### src/rtl/mux7_pkg.sv
package mux7_pkg;

    localparam int SEG_W      = 8;
    localparam int SEL_W      = 4;
    localparam int BCD_W      = 4;
    localparam int SCAN_W     = 8;
    localparam int COUNT_W    = 14;
    localparam int CFG_IDX_W  = 2;
    localparam int CFG_DATA_W = 8;

    localparam logic [CFG_IDX_W-1:0] CFG_SCANS_PER_COUNT   = 2'd0;
    localparam logic [CFG_IDX_W-1:0] CFG_SELECT_ACTIVE_LOW = 2'd1;
    localparam logic [CFG_IDX_W-1:0] CFG_PAUSE_STOPS_COUNT = 2'd2;

    localparam logic [SCAN_W-1:0] SCANS_RESET  = 8'd50;
    localparam logic [BCD_W-1:0]  BCD_MAX      = 4'd9;

    // scan control settings seen by the controller
    typedef struct packed {
        logic [SCAN_W-1:0] scans_per_count;
        logic              pause_stops_count;
    } cfg_t;

    // count update request for the digit counter
    typedef struct packed {
        logic step;
        logic clear;
    } cnt_ctl_t;

    typedef struct packed {
        logic [SEG_W-1:0]   segments;
        logic [SEL_W-1:0]   digit_select;
        logic               green_lit;
        logic               yellow_lit;
        logic               red_lit;
        logic [COUNT_W-1:0] count_value;
    } result_t;

    // common-cathode pattern, bit0 = a .. bit6 = g, dp off
    function automatic logic [SEG_W-1:0] seg_decode(input logic [BCD_W-1:0] d);
        logic [SEG_W-1:0] s;
        unique case (d)
            4'd0:    s = 8'h3F;
            4'd1:    s = 8'h06;
            4'd2:    s = 8'h5B;
            4'd3:    s = 8'h4F;
            4'd4:    s = 8'h66;
            4'd5:    s = 8'h6D;
            4'd6:    s = 8'h7D;
            4'd7:    s = 8'h07;
            4'd8:    s = 8'h7F;
            4'd9:    s = 8'h6F;
            default: s = 8'h3F;
        endcase
        return s;
    endfunction

endpackage

### src/rtl/mux7_ctrl.sv
module mux7_ctrl #(
    parameter int NUM_DIGITS = 4,
    parameter int SLOT_W     = 2
) (
    input  logic                   clk,
    input  logic                   rst_n,
    input  logic                   accept,
    input  logic                   start_stop_pressed,
    input  logic                   mode_pressed,
    input  logic                   reset_pressed,
    input  mux7_pkg::cfg_t         cfg,
    output logic [SLOT_W-1:0]      slot,
    output logic                   run_next,
    output logic                   red_next,
    output mux7_pkg::cnt_ctl_t     cnt_ctl
);
    import mux7_pkg::*;

    logic [SLOT_W-1:0] slot_reg, slot_next;
    logic [SCAN_W-1:0] scan_reg, scan_next;
    logic              run_reg, red_reg;
    logic              start_handled_reg, start_handled_next;
    logic              mode_handled_reg, mode_handled_next;
    logic              last_slot;
    logic [SCAN_W-1:0] scan_inc;
    logic              scan_wrap;

    assign last_slot = (slot_reg == SLOT_W'(NUM_DIGITS - 1));
    assign scan_inc  = scan_reg + SCAN_W'(1);
    assign scan_wrap = (scan_inc >= cfg.scans_per_count);

    always_comb
    begin
        slot_next          = slot_reg + SLOT_W'(1);
        scan_next          = scan_reg;
        run_next           = run_reg;
        red_next           = red_reg;
        start_handled_next = start_handled_reg;
        mode_handled_next  = mode_handled_reg;
        cnt_ctl            = '0;
        if (last_slot)
        begin
            slot_next     = '0;
            scan_next     = scan_wrap ? '0 : scan_inc;
            // count step uses the run flag from before this scan's toggle
            cnt_ctl.step  = scan_wrap && !(cfg.pause_stops_count && !run_reg);
            // toggle once per press, on the first scan it is seen held
            run_next           = run_reg ^ (start_stop_pressed & ~start_handled_reg);
            start_handled_next = start_stop_pressed;
            red_next           = red_reg ^ (mode_pressed & ~mode_handled_reg);
            mode_handled_next  = mode_pressed;
            if (reset_pressed)
            begin
                cnt_ctl.clear = 1'b1;
                scan_next     = '0;
                run_next      = 1'b0;
                red_next      = 1'b0;
            end
        end
    end

    always_ff @(posedge clk or negedge rst_n)
    begin
        if (!rst_n)
        begin
            slot_reg          <= '0;
            scan_reg          <= '0;
            run_reg           <= 1'b0;
            red_reg           <= 1'b0;
            start_handled_reg <= 1'b0;
            mode_handled_reg  <= 1'b0;
        end
        else if (accept)
        begin
            slot_reg          <= slot_next;
            scan_reg          <= scan_next;
            run_reg           <= run_next;
            red_reg           <= red_next;
            start_handled_reg <= start_handled_next;
            mode_handled_reg  <= mode_handled_next;
        end
    end

    assign slot = slot_reg;

endmodule

### src/rtl/mux7_bcd.sv
module mux7_bcd #(
    parameter int NUM_DIGITS = 4,
    parameter int SLOT_W     = 2
) (
    input  logic                          clk,
    input  logic                          rst_n,
    input  logic                          accept,
    input  mux7_pkg::cnt_ctl_t            cnt_ctl,
    input  logic [SLOT_W-1:0]             rd_slot,
    output logic [mux7_pkg::BCD_W-1:0]    rd_digit,
    output logic [mux7_pkg::COUNT_W-1:0]  count_next
);
    import mux7_pkg::*;

    logic [BCD_W-1:0]   digit_reg [NUM_DIGITS];
    logic [BCD_W-1:0]   digit_inc [NUM_DIGITS];
    logic [BCD_W-1:0]   digit_next [NUM_DIGITS];
    logic [COUNT_W-1:0] bin_reg;
    logic               all_nines;

    // digit 0 is the most significant; ripple the carry from the right
    always_comb
    begin
        logic carry;
        carry = 1'b1;
        for (int k = NUM_DIGITS - 1; k >= 0; k--)
        begin
            digit_inc[k] = digit_reg[k];
            if (carry)
            begin
                if (digit_reg[k] >= BCD_MAX)
                begin
                    digit_inc[k] = '0;
                end
                else
                begin
                    digit_inc[k] = digit_reg[k] + BCD_W'(1);
                    carry        = 1'b0;
                end
            end
        end
        all_nines = carry;
    end

    always_comb
    begin
        for (int k = 0; k < NUM_DIGITS; k++)
        begin
            if (cnt_ctl.clear)
                digit_next[k] = '0;
            else if (cnt_ctl.step)
                digit_next[k] = digit_inc[k];
            else
                digit_next[k] = digit_reg[k];
        end
    end

    // binary copy of the count, wrapping to zero together with the BCD digits
    always_comb
    begin
        if (cnt_ctl.clear)
            count_next = '0;
        else if (cnt_ctl.step)
            count_next = all_nines ? '0 : bin_reg + COUNT_W'(1);
        else
            count_next = bin_reg;
    end

    always_ff @(posedge clk or negedge rst_n)
    begin
        if (!rst_n)
        begin
            for (int k = 0; k < NUM_DIGITS; k++)
                digit_reg[k] <= '0;
            bin_reg <= '0;
        end
        else if (accept)
        begin
            for (int k = 0; k < NUM_DIGITS; k++)
                digit_reg[k] <= digit_next[k];
            bin_reg <= count_next;
        end
    end

    assign rd_digit = digit_reg[rd_slot];

endmodule

### src/rtl/mux7_out.sv
module mux7_out (
    input  logic                clk,
    input  logic                rst_n,
    input  logic                in_valid,
    output logic                in_ready,
    output logic                accept,
    input  mux7_pkg::result_t   res,
    output logic                out_valid,
    input  logic                out_ready,
    output mux7_pkg::result_t   res_out
);
    import mux7_pkg::*;

    logic    out_valid_reg;
    result_t res_reg;

    // a held result is replaced in the same cycle it is taken
    assign in_ready = !out_valid_reg || out_ready;
    assign accept   = in_valid && in_ready;

    always_ff @(posedge clk or negedge rst_n)
    begin
        if (!rst_n)
            out_valid_reg <= 1'b0;
        else if (accept)
            out_valid_reg <= 1'b1;
        else if (out_ready)
            out_valid_reg <= 1'b0;
    end

    always_ff @(posedge clk)
    begin
        if (accept)
            res_reg <= res;
    end

    assign out_valid = out_valid_reg;
    assign res_out   = res_reg;

endmodule

### src/rtl/mux_7seg_decimal_counter.sv
// An accepted item's result is captured in the output register as it is accepted.
// Throughput: 1 item per cycle while in_ready is high; slot, scan and count state update in the
// accepting cycle, so the next item may follow at once.
// in_ready drops only while a result is held and out_ready is low.
// Reset (rst_n low, asynchronous): count, scan counter, slot, flags and press
// latches clear, output empties; scans_per_count 50, active-low select, no pause gating.
module mux_7seg_decimal_counter #(
    parameter int NUM_DIGITS = 4
) (
    input  logic                              clk,
    input  logic                              rst_n,
    input  logic                              cfg_we,
    input  logic [mux7_pkg::CFG_IDX_W-1:0]    cfg_index,
    input  logic [mux7_pkg::CFG_DATA_W-1:0]   cfg_data,
    input  logic                              in_valid,
    output logic                              in_ready,
    input  logic                              start_stop_pressed,
    input  logic                              mode_pressed,
    input  logic                              reset_pressed,
    output logic                              out_valid,
    input  logic                              out_ready,
    output logic [mux7_pkg::SEG_W-1:0]        segments,
    output logic [mux7_pkg::SEL_W-1:0]        digit_select,
    output logic                              green_lit,
    output logic                              yellow_lit,
    output logic                              red_lit,
    output logic [mux7_pkg::COUNT_W-1:0]      count_value
);
    import mux7_pkg::*;

    localparam int SLOT_W = (NUM_DIGITS > 1) ? $clog2(NUM_DIGITS) : 1;

    logic [SCAN_W-1:0]  scans_per_count_reg;
    logic               select_active_low_reg;
    logic               pause_stops_count_reg;
    cfg_t               cfg;
    logic               accept;
    logic [SLOT_W-1:0]  slot;
    logic               run_next, red_next;
    cnt_ctl_t           cnt_ctl;
    logic [BCD_W-1:0]   rd_digit;
    logic [COUNT_W-1:0] count_next;
    logic [SEL_W-1:0]   sel_onehot;
    result_t            res, res_out;

    always_ff @(posedge clk or negedge rst_n)
    begin
        if (!rst_n)
        begin
            scans_per_count_reg   <= SCANS_RESET;
            select_active_low_reg <= 1'b1;
            pause_stops_count_reg <= 1'b0;
        end
        else if (cfg_we)
        begin
            unique case (cfg_index)
                CFG_SCANS_PER_COUNT:   scans_per_count_reg   <= cfg_data;
                CFG_SELECT_ACTIVE_LOW: select_active_low_reg <= cfg_data[0];
                CFG_PAUSE_STOPS_COUNT: pause_stops_count_reg <= cfg_data[0];
                default:               ;
            endcase
        end
    end

    assign cfg.scans_per_count   = scans_per_count_reg;
    assign cfg.pause_stops_count = pause_stops_count_reg;

    mux7_ctrl #(
        .NUM_DIGITS (NUM_DIGITS),
        .SLOT_W     (SLOT_W)
    ) u_ctrl (
        .clk                (clk),
        .rst_n              (rst_n),
        .accept             (accept),
        .start_stop_pressed (start_stop_pressed),
        .mode_pressed       (mode_pressed),
        .reset_pressed      (reset_pressed),
        .cfg                (cfg),
        .slot               (slot),
        .run_next           (run_next),
        .red_next           (red_next),
        .cnt_ctl            (cnt_ctl)
    );

    mux7_bcd #(
        .NUM_DIGITS (NUM_DIGITS),
        .SLOT_W     (SLOT_W)
    ) u_bcd (
        .clk        (clk),
        .rst_n      (rst_n),
        .accept     (accept),
        .cnt_ctl    (cnt_ctl),
        .rd_slot    (slot),
        .rd_digit   (rd_digit),
        .count_next (count_next)
    );

    // digits past the fourth have no select pin
    always_comb
    begin
        for (int k = 0; k < SEL_W; k++)
            sel_onehot[k] = (int'(slot) == k);
    end

    always_comb
    begin
        res.segments     = seg_decode(rd_digit);
        res.digit_select = select_active_low_reg ? ~sel_onehot : sel_onehot;
        res.green_lit    = run_next;
        res.yellow_lit   = ~run_next;
        res.red_lit      = red_next;
        res.count_value  = count_next;
    end

    mux7_out u_out (
        .clk       (clk),
        .rst_n     (rst_n),
        .in_valid  (in_valid),
        .in_ready  (in_ready),
        .accept    (accept),
        .res       (res),
        .out_valid (out_valid),
        .out_ready (out_ready),
        .res_out   (res_out)
    );

    assign segments     = res_out.segments;
    assign digit_select = res_out.digit_select;
    assign green_lit    = res_out.green_lit;
    assign yellow_lit   = res_out.yellow_lit;
    assign red_lit      = res_out.red_lit;
    assign count_value  = res_out.count_value;

endmodule

### config.mk
export PLATFORM = sky130hd
export DESIGN_NAME = mux_7seg_decimal_counter
export DESIGN_NICKNAME = d
export VERILOG_FILES = /design/src/rtl/mux7_pkg.sv /design/src/rtl/mux7_ctrl.sv /design/src/rtl/mux7_bcd.sv /design/src/rtl/mux7_out.sv /design/src/rtl/mux_7seg_decimal_counter.sv
export SDC_FILE = /design/constraint.sdc
export NUM_CORES = 1
export LEC_CHECK = 0
export ABC_AREA = 1
export BUFFER_PORTS_ARGS = -buffer_cell sky130_fd_sc_hd__clkbuf_2
export CAP_MARGIN = 5
export CORE_MARGIN = 4
export CORE_UTILIZATION = 64
export CTS_BUF_LIST = sky130_fd_sc_hd__clkbuf_2
export CTS_CLUSTER_SIZE = 16
export DETAILED_ROUTE_END_ITERATION = 16
export PLACE_DENSITY = 0.83
export RECOVER_POWER = 50
export REMOVE_ABC_BUFFERS = 1
export SLEW_MARGIN = 10
export SYNTH_ARGS = -nofsm -noshare
export SYNTH_HDL_FRONTEND = slang
export SYNTH_SLANG_ARGS = --single-unit
### constraint.sdc
create_clock -name clk -period 4.35 [get_ports clk]
set_clock_uncertainty 0.05 [all_clocks]
set_input_delay 0.2175 -clock clk [delete_from_list [all_inputs] [get_ports clk]]
set_output_delay 0.2175 -clock clk [all_outputs]
set_load 0.05 [all_outputs]
==> run metrics <==
outcome finished with violations; failing checks max-capacitance violations, max-slew violations; CP cell instances ha_1 -> nand3_1 -> nor2_1 -> nand2_1 -> xor2_1 -> inv_1 -> ha_1 -> nand2_1 -> o21a_1 -> nand2_2 -> nand2_4 -> nand2_4 -> nand2_2 -> nand2_1 -> o21ai_2; Starting Density 66.2%; Sink Count 83; Critical Path End Type flop; root buffer cell clkbuf_2; Die Width 94.8 microns; CTS HTree Levels 3; R2R depth 15; Total Power 2650 uW; area growth from synthesis to layout 11.3%; cts bufs inserted 9; commonest non-fill, non-tap cells in the layout 145 x nand2_1, 72 x inv_1, 51 x dfrtp_1, 40 x nor2_1, 38 x nand3_1; vias in the first global route 3,831; Netlist cell types 42; Worst Min Path Start reset_pressed; first-pass GRT wire length 16,700 microns; cell count after synthesis 570; Max-Slew Margin vs Limit -95.5%; area of the mapped netlist 0.00483 sq mm; worst slew pin tran 2.93 ns; largest net degree at the start of global routing 56; Peak Freq 0.333 GHz; commonest non-fill, non-tap cell in the layout nand2_1; Hold Vio Cnt, Final 0; worst hold endpoint u_ctrl.scan_reg[4]$_DFFE_PN0P_; total grt overflow 0; DRC Markers 0; Async S/R FF share, synth 66.3%; hpwl dp 7010 microns; row count 31; setup violators final 0; Final ANT Viol Nets 0; RePlAce Congestion 0.850; Period minus WS final 3.01 ns; CTS tree built; setup TNS 0 ns; fillcell total 562; via/cell ratio 5.38; drt first pass iters 7; Synth warnings 0; Most Frequent Cell on Critical Path nand2_1; Core Area 0.00729 sq mm; R2R Path Start u_ctrl.scan_reg[0]$_DFFE_PN0P_; RSZ-0062 raised after global routing false; fin. max-slew vios 56; Total GRT Usage 23.8%; IO Count 49; n_diodes 0; slowest CP cell dfrtp_1; critical path fanouts, max 26; Main synth FF type dfrtp_1; layout cells sized above 1 10.3%; R2R Setup Slk 1.34 ns; Reg clk slew, reported paths 0.21 ns; Worst EP arrival 3.40 ns; Leak Pwr 0.00259 uW; post_cts resized 0; DR iter-0 viols 239; Max-Cap Viols 1; # Post-CTS Setup Buffers 0; nets@finish 682; Worst-Skew Late Latency 0.54 ns; WHS Path Cells 4; min-delay worst type input pin to flop; multi-input logic area 0.00222 sq mm; EDFF count, synth 28; critical path class flop to flop; Critical Path Max Stage Delay 0.45 ns; FF+latch area 0.00222 sq mm; Die Y 94.8 microns; die area 0.00899 sq mm; Largest register FFs 28; clk buf depth 2; CP delay by family, top simple AND/OR/NAND/NOR gates; Synth Register Bits 83; startpoint types flop; Buf+Inv Stages, Crit Path 1; hold_buf cts 18; Crit path required time 4.74 ns; VDD IR max 0.000342 V; reg2reg end u_bcd.digit_reg[2]$_DFFE_PN0P_; register area share after synthesis 46.0%; mean area per synthesized cell 8.47 sq um; Post-Route WL 9980 microns; initial antenna violation count 0; vias post-DR 3,962; wire per inst 13.5 microns; pwr dens 494 mW/mm^2; # port buffers 47; fin crit share 69.1%
[tightest hold or removal path: stages]
cell and delay (ns):
clkbuf_2 0.10, nor2_1 0.05, nand2_1 0.18, o22ai_1 0.10
[cell type report]
type,instances,area share (%)
timing repair buffer,67,7.25
tap,99,2.31
clock buffer,13,1.21
multi-input combinational,397,41.4
clock inverter,3,1.19
inverter,75,5.24
sequential,83,41.4
[stage by stage]
step	setup slack, ns	util, %	area (sq um)	hold WS (ns)	std cells
3_5_place_dp	1.38	70.0	5100	0.346	703
5_1_grt	0.794	73.6	5370	0.0810	737
2_1_floorplan	0.965	-	4730	-0.128	555
6_report	1.34	73.6	5370	0.0875	737
3_3_place_gp	1.47	70.0	5100	0.340	703
4_1_cts	1.37	74.2	5410	0.0465	737
[logic make-up after synthesis]
| family | count (synthesis) | synth area share, % |
|---|---|---|
| other | 1 | 0.0777 |
| buffers and inverters | 90 | 7.83 |
| adders and majority gates | 31 | 8.04 |
| AOI/OAI and AO/OA | 73 | 9.00 |
| xor gates and xnor gates | 20 | 3.63 |
| DFF | 83 | 46.0 |
| and+or+nand+nor | 272 | 25.4 |
[where the power goes]
part           switching (uW)  internal, uW
sequential                146           994
combinational             728           327
clock                     257           198
[cell usage after synthesis (all sizes together), types with 4 or more instances]
| library cell | instances | area [sq um] |
|---|---|---|
| nand3 | 43 | 248 |
| nand4 | 15 | 93.8 |
| dfrtp | 51 | 1280 |
| edfxtp | 28 | 841 |
| clkbuf | 4 | 15.0 |
| xor2 | 18 | 158 |
| inv | 74 | 278 |
| a21oi | 18 | 105 |
| buf | 11 | 81.3 |
| o21ai | 39 | 206 |
| or2 | 4 | 25.0 |
| nor3 | 10 | 50.1 |
| nand2 | 153 | 607 |
| nor2 | 45 | 186 |
| ha | 31 | 388 |
| o22ai | 8 | 50.1 |
| dfstp | 4 | 105 |
[per-layer routing]
metal	track usage, %	vias up	routed length (microns)
met5	0	-	0
met4	10.2	0	187
met3	4.30	17	573
met2	39.7	111	4820
met1	30.5	1852	4400
li1	-	1982	-
[worst max path at each step]
stage | startpoint | end | slack, ns | cells after the start
floorplan | u_out.out_valid$_DFFE_PN0P_ | u_bcd.digit_reg[0]$_DFFE_PN0P_ | 0.96 | 6
CTS | u_ctrl.scan_reg[0]$_DFFE_PN0P_ | u_bcd.digit_reg[2]$_DFFE_PN0P_ | 1.37 | 15
global placement | u_ctrl.scan_reg[0]$_DFFE_PN0P_ | u_out.res_out[5]$_DFFE_PP_ | 1.47 | 13
detailed placement | u_ctrl.scan_reg[0]$_DFFE_PN0P_ | u_bcd.digit_reg[2]$_DFFE_PN0P_ | 1.38 | 15
finish | u_ctrl.scan_reg[0]$_DFFE_PN0P_ | u_bcd.digit_reg[2]$_DFFE_PN0P_ | 1.34 | 15
global route | rst_n | scans_per_count_reg[2]$_DFFE_PN0P_ | 0.79 | 3
Power figures use the tool's default switching activity.
